### src/rosg_pkg.sv
// shared types and constants for the rectangle outline span generator
`default_nettype none

package rosg_pkg;

    localparam int unsigned XW = 8;
    localparam int unsigned YW = 8;
    localparam int unsigned WW = 16;
    localparam int unsigned HW = 8;
    localparam int unsigned CW = 8;
    localparam int unsigned LW = 9;
    localparam int unsigned SEGW = 7;
    localparam int unsigned ADDW = 17;

    localparam int unsigned S_DATA_W = 48;
    localparam int unsigned M_DATA_W = 40;

    localparam logic [ADDW-1:0] SCREEN_COLS = ADDW'(256);
    localparam logic [ADDW-1:0] SCREEN_ROWS = ADDW'(192);
    localparam logic [YW-1:0]   LAST_ROW    = YW'(191);
    localparam logic [SEGW-1:0] BANK_ROWS   = SEGW'(64);

    // one vertical piece, cut at the next bank boundary
    typedef struct packed {
        logic [SEGW-1:0] len;
        logic [HW-1:0]   rem_next;
        logic            last;
    } seg_t;

endpackage

`default_nettype wire

### src/rosg_seg.sv
// vertical edge cutter: piece length up to the next bank boundary
`default_nettype none

module rosg_seg (
    input  wire logic [5:0]             row_lo,
    input  wire logic [rosg_pkg::HW-1:0] rem,
    output rosg_pkg::seg_t              seg
);
    import rosg_pkg::*;

    logic [SEGW-1:0] room;

    always_comb begin
        room         = BANK_ROWS - {1'b0, row_lo};
        seg.last     = (rem <= {1'b0, room});
        seg.len      = seg.last ? rem[SEGW-1:0] : room;
        seg.rem_next = rem - {1'b0, seg.len};
    end

endmodule

`default_nettype wire

### src/rect_outline_span_generator.sv
// rectangle outline to fill span converter, top level
//
// A rectangle request enters on the s_ channel (tvalid/tready/tdata) and
// leaves as up to eight fill spans on the m_ channel: top edge, left edge
// pieces, bottom edge, right edge pieces. Vertical edges are cut at the
// 64-row bank boundaries; m_tlast marks the final span of a request and
// m_tuser says whether a span runs down a column.
// One request is handled at a time: s_tready is high only while the
// sequencer is idle. A single 17-bit adder is shared by the clip checks,
// the clip fixes and the row/column updates, so a request steps through
// the width check, width fix, height check and height fix before its
// first span is registered, and a right edge has its column set in a
// separate step; a rejected request returns to idle from the width check.
// Spans pass through one output register, so the next request may be
// taken while the last span still waits. When the receiver holds
// m_tready low the sequencer waits with that span held.
// Reset (aresetn low, synchronous) returns to idle with no span pending.
`default_nettype none

module rect_outline_span_generator (
    input  wire logic                          aclk,
    input  wire logic                          aresetn,
    input  wire logic                          s_tvalid,
    output      logic                          s_tready,
    // left_x, top_y, rect_width, rect_height, fill_color
    input  wire logic [rosg_pkg::S_DATA_W-1:0] s_tdata,
    output      logic                          m_tvalid,
    input  wire logic                          m_tready,
    // bank_section, span_row, span_column, span_length, span_color, zero pad
    output      logic [rosg_pkg::M_DATA_W-1:0] m_tdata,
    // is_vertical
    output      logic                          m_tuser,
    output      logic                          m_tlast
);
    import rosg_pkg::*;

    typedef enum logic [9:0] {
        ST_IDLE   = 10'b00_0000_0001,
        ST_CHK_W  = 10'b00_0000_0010,
        ST_FIX_W  = 10'b00_0000_0100,
        ST_CHK_H  = 10'b00_0000_1000,
        ST_FIX_H  = 10'b00_0001_0000,
        ST_TOP    = 10'b00_0010_0000,
        ST_LEFT   = 10'b00_0100_0000,
        ST_BOTTOM = 10'b00_1000_0000,
        ST_RSET   = 10'b01_0000_0000,
        ST_RIGHT  = 10'b10_0000_0000
    } state_t;

    state_t state_reg, state_next;

    logic [XW-1:0] x_reg, x_next;
    logic [YW-1:0] y_reg, y_next;
    logic [WW-1:0] w_reg, w_next;
    logic [HW-1:0] h_reg, h_next;
    logic [CW-1:0] color_reg, color_next;
    logic          clipw_reg, clipw_next;
    logic          cliph_reg, cliph_next;
    logic [YW-1:0] row_reg, row_next;
    logic [HW-1:0] rem_reg, rem_next;
    logic [XW-1:0] col_reg, col_next;

    logic                m_valid_reg, m_valid_next;
    logic [M_DATA_W-1:0] m_data_reg, m_data_next;
    logic                m_user_reg, m_user_next;
    logic                m_last_reg, m_last_next;

    // shared adder
    logic [ADDW-1:0] add_a, add_b, add_sum;
    logic            add_ci;

    seg_t seg;

    logic          out_free;
    logic          emit;
    logic [YW-1:0] e_row;
    logic [XW-1:0] e_col;
    logic [LW-1:0] e_len;
    logic          e_vert;
    logic          e_last;
    logic          reject;

    rosg_seg u_seg (
        .row_lo (row_reg[5:0]),
        .rem    (rem_reg),
        .seg    (seg)
    );

    assign s_tready = (state_reg == ST_IDLE);
    assign m_tvalid = m_valid_reg;
    assign m_tdata  = m_data_reg;
    assign m_tuser  = m_user_reg;
    assign m_tlast  = m_last_reg;

    assign out_free = !m_valid_reg || m_tready;
    assign add_sum  = add_a + add_b + {{(ADDW-1){1'b0}}, add_ci};
    assign reject   = (y_reg > LAST_ROW) || (w_reg == '0) || (h_reg == '0);

    // operand selection for the shared adder
    always_comb begin
        add_a  = '0;
        add_b  = '0;
        add_ci = 1'b0;
        case (state_reg)
            ST_CHK_W: begin
                add_a = ADDW'(x_reg);
                add_b = ADDW'(w_reg);
            end
            ST_FIX_W: begin
                add_a  = SCREEN_COLS;
                add_b  = ~ADDW'(x_reg);
                add_ci = 1'b1;
            end
            ST_CHK_H: begin
                add_a = ADDW'(y_reg);
                add_b = ADDW'(h_reg);
            end
            ST_FIX_H: begin
                add_a  = SCREEN_ROWS;
                add_b  = ~ADDW'(y_reg);
                add_ci = 1'b1;
            end
            ST_LEFT, ST_RIGHT: begin
                add_a = ADDW'(row_reg);
                add_b = ADDW'(seg.len);
            end
            ST_BOTTOM: begin
                add_a = ADDW'(y_reg);
                add_b = ADDW'(h_reg - 1'b1);
            end
            ST_RSET: begin
                add_a = ADDW'(x_reg);
                add_b = ADDW'(w_reg[LW-1:0] - 1'b1);
            end
            default: begin
                add_a = '0;
            end
        endcase
    end

    always_comb begin
        state_next   = state_reg;
        x_next       = x_reg;
        y_next       = y_reg;
        w_next       = w_reg;
        h_next       = h_reg;
        color_next   = color_reg;
        clipw_next   = clipw_reg;
        cliph_next   = cliph_reg;
        row_next     = row_reg;
        rem_next     = rem_reg;
        col_next     = col_reg;
        emit         = 1'b0;
        e_row        = row_reg;
        e_col        = col_reg;
        e_len        = LW'(seg.len);
        e_vert       = 1'b1;
        e_last       = 1'b0;

        case (state_reg)
            ST_IDLE: begin
                if (s_tvalid) begin
                    x_next     = s_tdata[7:0];
                    y_next     = s_tdata[15:8];
                    w_next     = s_tdata[31:16];
                    h_next     = s_tdata[39:32];
                    color_next = s_tdata[47:40];
                    state_next = ST_CHK_W;
                end
            end
            ST_CHK_W: begin
                clipw_next = (add_sum > SCREEN_COLS);
                state_next = reject ? ST_IDLE : ST_FIX_W;
            end
            ST_FIX_W: begin
                if (clipw_reg) begin
                    w_next = WW'(add_sum[LW-1:0]);
                end
                state_next = ST_CHK_H;
            end
            ST_CHK_H: begin
                cliph_next = (add_sum > SCREEN_ROWS);
                state_next = ST_FIX_H;
            end
            ST_FIX_H: begin
                if (cliph_reg) begin
                    h_next = add_sum[HW-1:0];
                end
                state_next = ST_TOP;
            end
            ST_TOP: begin
                e_row  = y_reg;
                e_col  = x_reg;
                e_len  = w_reg[LW-1:0];
                e_vert = 1'b0;
                if (out_free) begin
                    emit       = 1'b1;
                    row_next   = y_reg;
                    rem_next   = h_reg;
                    col_next   = x_reg;
                    state_next = ST_LEFT;
                end
            end
            ST_LEFT: begin
                e_last = seg.last && cliph_reg && clipw_reg;
                if (out_free) begin
                    emit     = 1'b1;
                    row_next = add_sum[YW-1:0];
                    rem_next = seg.rem_next;
                    if (seg.last) begin
                        if (!cliph_reg) begin
                            state_next = ST_BOTTOM;
                        end else if (!clipw_reg) begin
                            state_next = ST_RSET;
                        end else begin
                            state_next = ST_IDLE;
                        end
                    end
                end
            end
            ST_BOTTOM: begin
                e_row  = add_sum[YW-1:0];
                e_col  = x_reg;
                e_len  = w_reg[LW-1:0];
                e_vert = 1'b0;
                e_last = clipw_reg;
                if (out_free) begin
                    emit       = 1'b1;
                    state_next = clipw_reg ? ST_IDLE : ST_RSET;
                end
            end
            ST_RSET: begin
                col_next   = add_sum[XW-1:0];
                row_next   = y_reg;
                rem_next   = h_reg;
                state_next = ST_RIGHT;
            end
            ST_RIGHT: begin
                e_last = seg.last;
                if (out_free) begin
                    emit     = 1'b1;
                    row_next = add_sum[YW-1:0];
                    rem_next = seg.rem_next;
                    if (seg.last) begin
                        state_next = ST_IDLE;
                    end
                end
            end
            default: begin
                state_next = ST_IDLE;
            end
        endcase
    end

    // output register
    always_comb begin
        m_valid_next = m_valid_reg;
        m_data_next  = m_data_reg;
        m_user_next  = m_user_reg;
        m_last_next  = m_last_reg;
        if (emit) begin
            m_valid_next = 1'b1;
            m_data_next  = {7'b0, color_reg, e_len, e_col, e_row[5:0], e_row[7:6]};
            m_user_next  = e_vert;
            m_last_next  = e_last;
        end else if (m_tready) begin
            m_valid_next = 1'b0;
        end
    end

    always_ff @(posedge aclk) begin
        if (!aresetn) begin
            state_reg   <= ST_IDLE;
            m_valid_reg <= 1'b0;
        end else begin
            state_reg   <= state_next;
            m_valid_reg <= m_valid_next;
        end
    end

    always_ff @(posedge aclk) begin
        x_reg      <= x_next;
        y_reg      <= y_next;
        w_reg      <= w_next;
        h_reg      <= h_next;
        color_reg  <= color_next;
        clipw_reg  <= clipw_next;
        cliph_reg  <= cliph_next;
        row_reg    <= row_next;
        rem_reg    <= rem_next;
        col_reg    <= col_next;
        m_data_reg <= m_data_next;
        m_user_reg <= m_user_next;
        m_last_reg <= m_last_next;
    end

endmodule

`default_nettype wire

### config.mk
export PLATFORM = sky130hd
export DESIGN_NAME = rect_outline_span_generator
export DESIGN_NICKNAME = d
export VERILOG_FILES = /design/src/rosg_pkg.sv /design/src/rosg_seg.sv /design/src/rect_outline_span_generator.sv
export SDC_FILE = /design/constraint.sdc
export NUM_CORES = 1
export LEC_CHECK = 0
export ABC_AREA = 1
export BUFFER_PORTS_ARGS = -buffer_cell sky130_fd_sc_hd__buf_4
export CORE_MARGIN = 2
export CORE_UTILIZATION = 35
export DETAILED_ROUTE_END_ITERATION = 12
export SYNTH_ARGS = -nofsm -noshare
export SYNTH_HDL_FRONTEND = slang
export SYNTH_SLANG_ARGS = --single-unit
### constraint.sdc
create_clock -name aclk -period 4.25 [get_ports aclk]
set_input_delay 0.2125 -clock aclk [delete_from_list [all_inputs] [get_ports aclk]]
set_output_delay 0.2125 -clock aclk [all_outputs]
set_load 0.01 [all_outputs]
Word level (Yosys, flattened, before mapping)
Index checks and enable logic that the tools add are counted.
Storage, ports and cells
  register bits: 120
  logic and storage cells: 111
Operators by class
  reduce and logical (&&, ||, !) cells: 25
  magnitude comparators: 4
  bitwise gates (word level): 2
  eq/ne operators: 20
  add/subtract/negate cells: 6
  multiplexer cells: 38
Operator list (count)
  17-bit case mux with 7 select lines: 1
  10-bit case mux with 10 select lines: 1
  10-bit two-way mux: 7
  8-bit two-way mux: 8
  8-bit case mux with 2 select lines: 3
  8-bit case mux with 3 select lines: 2
  9-bit case mux with 5 select lines: 1
  8-bit NOT with 17-bit output: 2
  16-bit two-way mux: 2
  16-bit case mux with 2 select lines: 1
  9-bit two-way mux: 2
  2-bit != test (second input constant): 9
  17-bit by 1-bit adder with 17-bit output: 1
  17-bit adder: 1
  17-bit by 8-bit > comparator with 1-bit output (second input constant): 1
  17-bit by 9-bit > comparator with 1-bit output (second input constant): 1
  16-bit zero test: 1
  7-bit two-way mux: 2
  10-bit by 1-bit == test with 1-bit output (second input constant): 1
  10-bit == test (second input constant): 1
  10-bit by 2-bit == test with 1-bit output (second input constant): 1
  10-bit by 3-bit == test with 1-bit output (second input constant): 1
  10-bit by 4-bit == test with 1-bit output (second input constant): 1
  10-bit by 5-bit == test with 1-bit output (second input constant): 1
  other kinds (25): 43

Longest topological paths before layout
  word-level depth: 8
  mapped depth: 32
  mapped depth without buffers: 32

Cells and area by module
A second synthesis with hierarchy kept.
Unflattened totals
  cell total of the unflattened synthesis: 892
  area, all modules: 7593.5 um^2
Modules (own cells, without submodules)
  rect_outline_span_generator: seq. area each 3493.4 um^2, area an instance 6919.1 um^2, times used 1, cells an instance 783
  rosg_seg: seq. area each 0.0 um^2, area an instance 674.4 um^2, times used 1, cells an instance 109

Worst setup path after synthesis
Ideal clock, no wire load.
  path kind: flip-flop to flip-flop
  from: reg row_reg[0]
  to: reg cliph_reg (data pin)
  buffers on the path: 0
  clock period less this slack: 4690 ps
  cell stages (with the launch flop): 30
  data required time: 4001 ps
  library setup time: 249 ps
  path slack: -440 ps
  arrival time: 4440 ps
  path through: edfxtp_1 > inv_1 > ha_1 > nand3_1 > nor2_1 > nand2_1 > ha_1 > inv_1 > nor3_1 > o21ai_0 > o311ai_0 > nand2_1 > o21ai_0 > nand2_1 > o2111ai_1 > inv_1 > fa_1 > fa_1 > o31ai_2 > inv_1 > o21ai_1 > nand3_2 > nand2_4 > nand3_2 > a21oi_2 > nand2_1 > nor2_1 > nand2_1 > nand2_1 > inv_1
On the way
  word-level cells in the longest chain between the ends: 7
  elaborated cells on any way between the ends: 8
  classes of those cells: add/sub: 3; order compare: 2; mux: 3
Ends and longest elaborated chain
  start: declaration: RTL line rect_outline_span_generator.sv:59  | logic [YW-1:0] row_reg, row_next;
  start signal: assignment: RTL line rect_outline_span_generator.sv:289  | row_reg <= row_next;
  7-bit by 6-bit subtractor with 7-bit output: RTL line rosg_seg.sv:14  | room = BANK_ROWS - {1'b0, row_lo};
  8-bit by 7-bit <= comparator with 1-bit output: RTL line rosg_seg.sv:15  | seg.last = (rem <= {1'b0, room});
  7-bit two-way mux: RTL line rosg_seg.sv:16  | seg.len = seg.last ? rem[SEGW-1:0] : room;
  17-bit case mux with 7 select lines: RTL line rect_outline_span_generator.sv:104  | case (state_reg)
  17-bit adder (*): RTL line rect_outline_span_generator.sv:96  | assign add_sum = add_a + add_b + {{(ADDW-1){1'b0}}, add_ci};
  17-bit by 1-bit adder with 17-bit output (*): RTL line rect_outline_span_generator.sv:96
  17-bit by 8-bit > comparator with 1-bit output (*): RTL line rect_outline_span_generator.sv:182  | cliph_next = (add_sum > SCREEN_ROWS);
  end signal: assignment: RTL line rect_outline_span_generator.sv:288  | cliph_reg <= cliph_next;
  end: declaration: RTL line rect_outline_span_generator.sv:58  | logic cliph_reg, cliph_next;
Mark *: on every way between the ends. The rest lies on a longest branch, timed or not.
A chain may end at the register's enable or synchronous reset.

Final worst setup path
Same ends and word-level chain as after synthesis.

==> flow_metrics.tcl <==
set metrics [dict create \
    die_height_um 147.2 \
    postPlaceCellArea_sq_mm 0.008621 \
    nFillCells 1904 \
    async_flop_share 0 \
    arrival_ns 4.80 \
    p_per_area_mw_per_mm2 516.5 \
    p_leak_nw 4.292 \
    wl_per_cell_um 17.45 \
    ir_drop_uv 308.1 \
    postSynthCellCount 808 \
    grt_pass1_vias 6063 \
    mostFrequentLayoutCells "164 x buf_4, 155 x nand2_1, 109 x edfxtp_1, 97 x inv_1, 59 x nor2_1" \
    finalSetupViolCount 16 \
    grt_first_pass_wirelength_um 33970 \
    drive_above_1_share 0.3242 \
    seq_area_frac_synth 0.4867 \
    largest_reg_flops 33 \
    root_buffer "clkbuf_16" \
    endpoint_kind "register" \
    hpwl_um 16310 \
    status "complete, but fails checks" \
    drc 0 \
    period_minus_slack_ns 4.614 \
    clkSlewWorstSetupHoldPaths_ns 0.06 \
    synth_edf_count 109 \
    vias 6525 \
    syn_area_per_cell_sq_um 8.884 \
    detail-route-antenna-nets 0 \
    synthFlopType "edfxtp_1" \
    min_path_type "in -> reg" \
    cts_num_sinks 120 \
    final_hold_viol_count 0 \
    drt-initial-drc-count 576 \
    core_sq_mm 0.02017 \
    yosysWarnings 0 \
    firstDrtPassIters 5 \
    routed_wirelength_um 22530 \
    ios 96 \
    h-tree-depth 4 \
    routabilityCongestion 0.9388 \
    critPathSlowestCell "edfxtp_1" \
    nNetsFinal 1092 \
    period_share 1.086 \
    overflow 0 \
    synth_xor_xnor_area_share 0.02196 \
    slowest_delay_ns 0.41 \
    crit_required_ns 4.44 \
    antenna_found_initial 0 \
    synth_simple_gate_area_frac 0.2207 \
    rsz0062_at_grt "true" \
    design_area_sq_mm 0.01006 \
    synth_compound_area_frac 0.1353 \
    dp_cells 1210 \
    syn_to_final_growth_pct 40.11 \
    fin_skew_ns 0.008871 \
    netlist_area_sq_mm 0.007178 \
    synthMuxAreaShare 0 \
    grt_max_degree 34 \
    portBuffers 88 \
    final_common_cell "buf_4" \
    crit_path_frequent_cell "nand2_1" \
    drv_slew 0 \
    worstPathMaxFanout 7 \
    cts_buffers 17 \
    die_area_sq_mm 0.02167 \
    synth_top_family_by_area "simple AND/OR/NAND/NOR gates" \
    cts_tree "yes" \
    diodes 0 \
    start_kind "register" \
    cap_violations 0 \
    tightest_slew_ns 1.010 \
    clock.fmax_mhz 216.7 \
    grt.total_usage 0.2087 \
    path_class "reg -> reg" \
    fin_ws_ns -0.3644 \
    clock_latency_ns 0.43 \
    start_util 0.3559 \
    ys_ff_latch 120 \
    violations "setup timing" \
    yosys.area_share.adder 0.05543 \
    synth_cell_types 52 \
    finalNonFillerCells 1291 \
    chipWidth_um 147.2 \
    vias_per_cell 5.054 \
    num_rows 52 \
    clockBufferDepth 2 \
    slew_headroom 0.3255 \
]
through the flow:
step	setup slack, ns	hold slack (ns)	power (W)	util	TNS (ns)
6_report	-0.3644	0.04946	0.005194	0.4986	-2.400
5_1_grt	-0.6620	0.05663	0.005473	0.4986	-7.170
4_1_cts	-0.3116	0.04525	0.004991	0.4731	-1.477
3_5_place_dp	-0.3691	0.3920	0.003591	0.4274	-2.774
3_3_place_gp	-0.2694	0.3911	0.003590	0.4274	-1.175
2_1_floorplan	-0.03227	0.3106	0.002843	-	-0.03227
path summary, 6_finish.rpt:
kind | startpoint | to | cells after the start | slack (ns)
min reg2reg | color_reg[6] | m_tdata[31] | 0 | 0.42
min | s_tdata[24] | w_reg[8] | 3 | 0.05
max | row_reg[0] | cliph_reg | 28 | -0.36
max reg2reg | row_reg[0] | cliph_reg | 28 | -0.36
logic make-up (layout without fill, tap and decap cells):
group / Yosys count / in the layout
AND/OR/NAND/NOR: 335 / 335
adder cells (fa/ha/maj): 30 / 30
buffers and inverters: 142 / 349
XOR/XNOR: 18 / 18
AO/OA/AOI/OAI: 162 / 162
other: 1 / 7
flip-flops: 120 / 120
power by group:
part | leakage, nW | switching [W] | internal (W)
clock | 0.250 | 0.000544 | 0.000789
sequential | 1.09 | 0.000198 | 0.00168
combinational | 2.95 | 0.00123 | 0.000752
total | 4.29 | 0.00197 | 0.00323
synth_stat cells, types with 2 or more instances:
| cell | number | area, sq um |
|---|---|---|
| nand2_1 | 167 | 626.9 |
| edfxtp_1 | 109 | 3273 |
| inv_1 | 107 | 401.6 |
| o21ai_0 | 81 | 405.4 |
| nor2_1 | 66 | 247.7 |
| nand3_1 | 32 | 160.2 |
| ha_1 | 27 | 337.8 |
| a21oi_1 | 22 | 110.1 |
| nor3_1 | 15 | 75.07 |
| o221ai_1 | 15 | 131.4 |
| xor2_1 | 15 | 131.4 |
| clkbuf_1 | 14 | 52.55 |
| dfxtp_1 | 11 | 220.2 |
| nand4_1 | 11 | 68.82 |
| o22ai_1 | 11 | 68.82 |
| buf_4 | 9 | 67.56 |
| inv_2 | 8 | 30.03 |
| nor2_2 | 7 | 43.79 |
| nand3_2 | 6 | 60.06 |
| nor2_4 | 6 | 67.56 |
| a221oi_1 | 5 | 43.79 |
| nand2_2 | 5 | 31.28 |
| nand2_4 | 5 | 56.30 |
| nor4_1 | 5 | 31.28 |
| a31oi_1 | 4 | 25.02 |
| o21ai_1 | 4 | 20.02 |
| fa_1 | 3 | 60.06 |
| o211ai_1 | 3 | 22.52 |
| or2_2 | 3 | 18.77 |
| xnor2_1 | 3 | 26.28 |
| a2111oi_0 | 2 | 17.52 |
| a21o_1 | 2 | 15.01 |
| a22oi_1 | 2 | 15.01 |
| buf_1 | 2 | 7.510 |
| nand3_4 | 2 | 35.03 |
| o21ai_2 | 2 | 17.52 |
| o21bai_1 | 2 | 15.01 |
what timing repair did:
item	4_1_cts	5_1_grt
gates cloned	1	0
buffers inserted	9	17
resized for setup	21	101
pin swaps	9	29
hold endpoints to repair	25	0
endpoints found under the setup margin	23	31
hold buffers	25	0
metal layers:
metal  share of wire  vias up  wire, um  track usage
met3           0.071       31      1600      0.04410
met2            0.46      253     10320       0.3245
li1                -     3171         -            -
met5               0        -         0            0
met4           0.018        0       411      0.06875
met1            0.45     3070     10200       0.2914
critical path: cells and delay by family, from the launching register on:
kind	cells	cell delay, ns
AOI/OAI and AO/OA	7	1.02
and+or+nand+nor	12	1.23
adders and majority gates	4	1.23
DFF	1	0.41
buffers and inverters	4	0.32
xor gates and xnor gates	1	0.16
cell type report:
class | count | area, sq um | share of cell area
clock inverters | 13 | 108.9 | 0.01082
clock buffers | 17 | 425.4 | 0.04230
well taps | 270 | 337.8 | 0.03359
repair buffers | 201 | 1617 | 0.1607
flip-flops and latches | 120 | 3493 | 0.3474
inverters | 117 | 456.7 | 0.04541
repair inverters | 1 | 7.507 | 0.0007465
multi-input cells | 552 | 3611 | 0.3590
No activity file was read; power rests on OpenSTA's default activity.
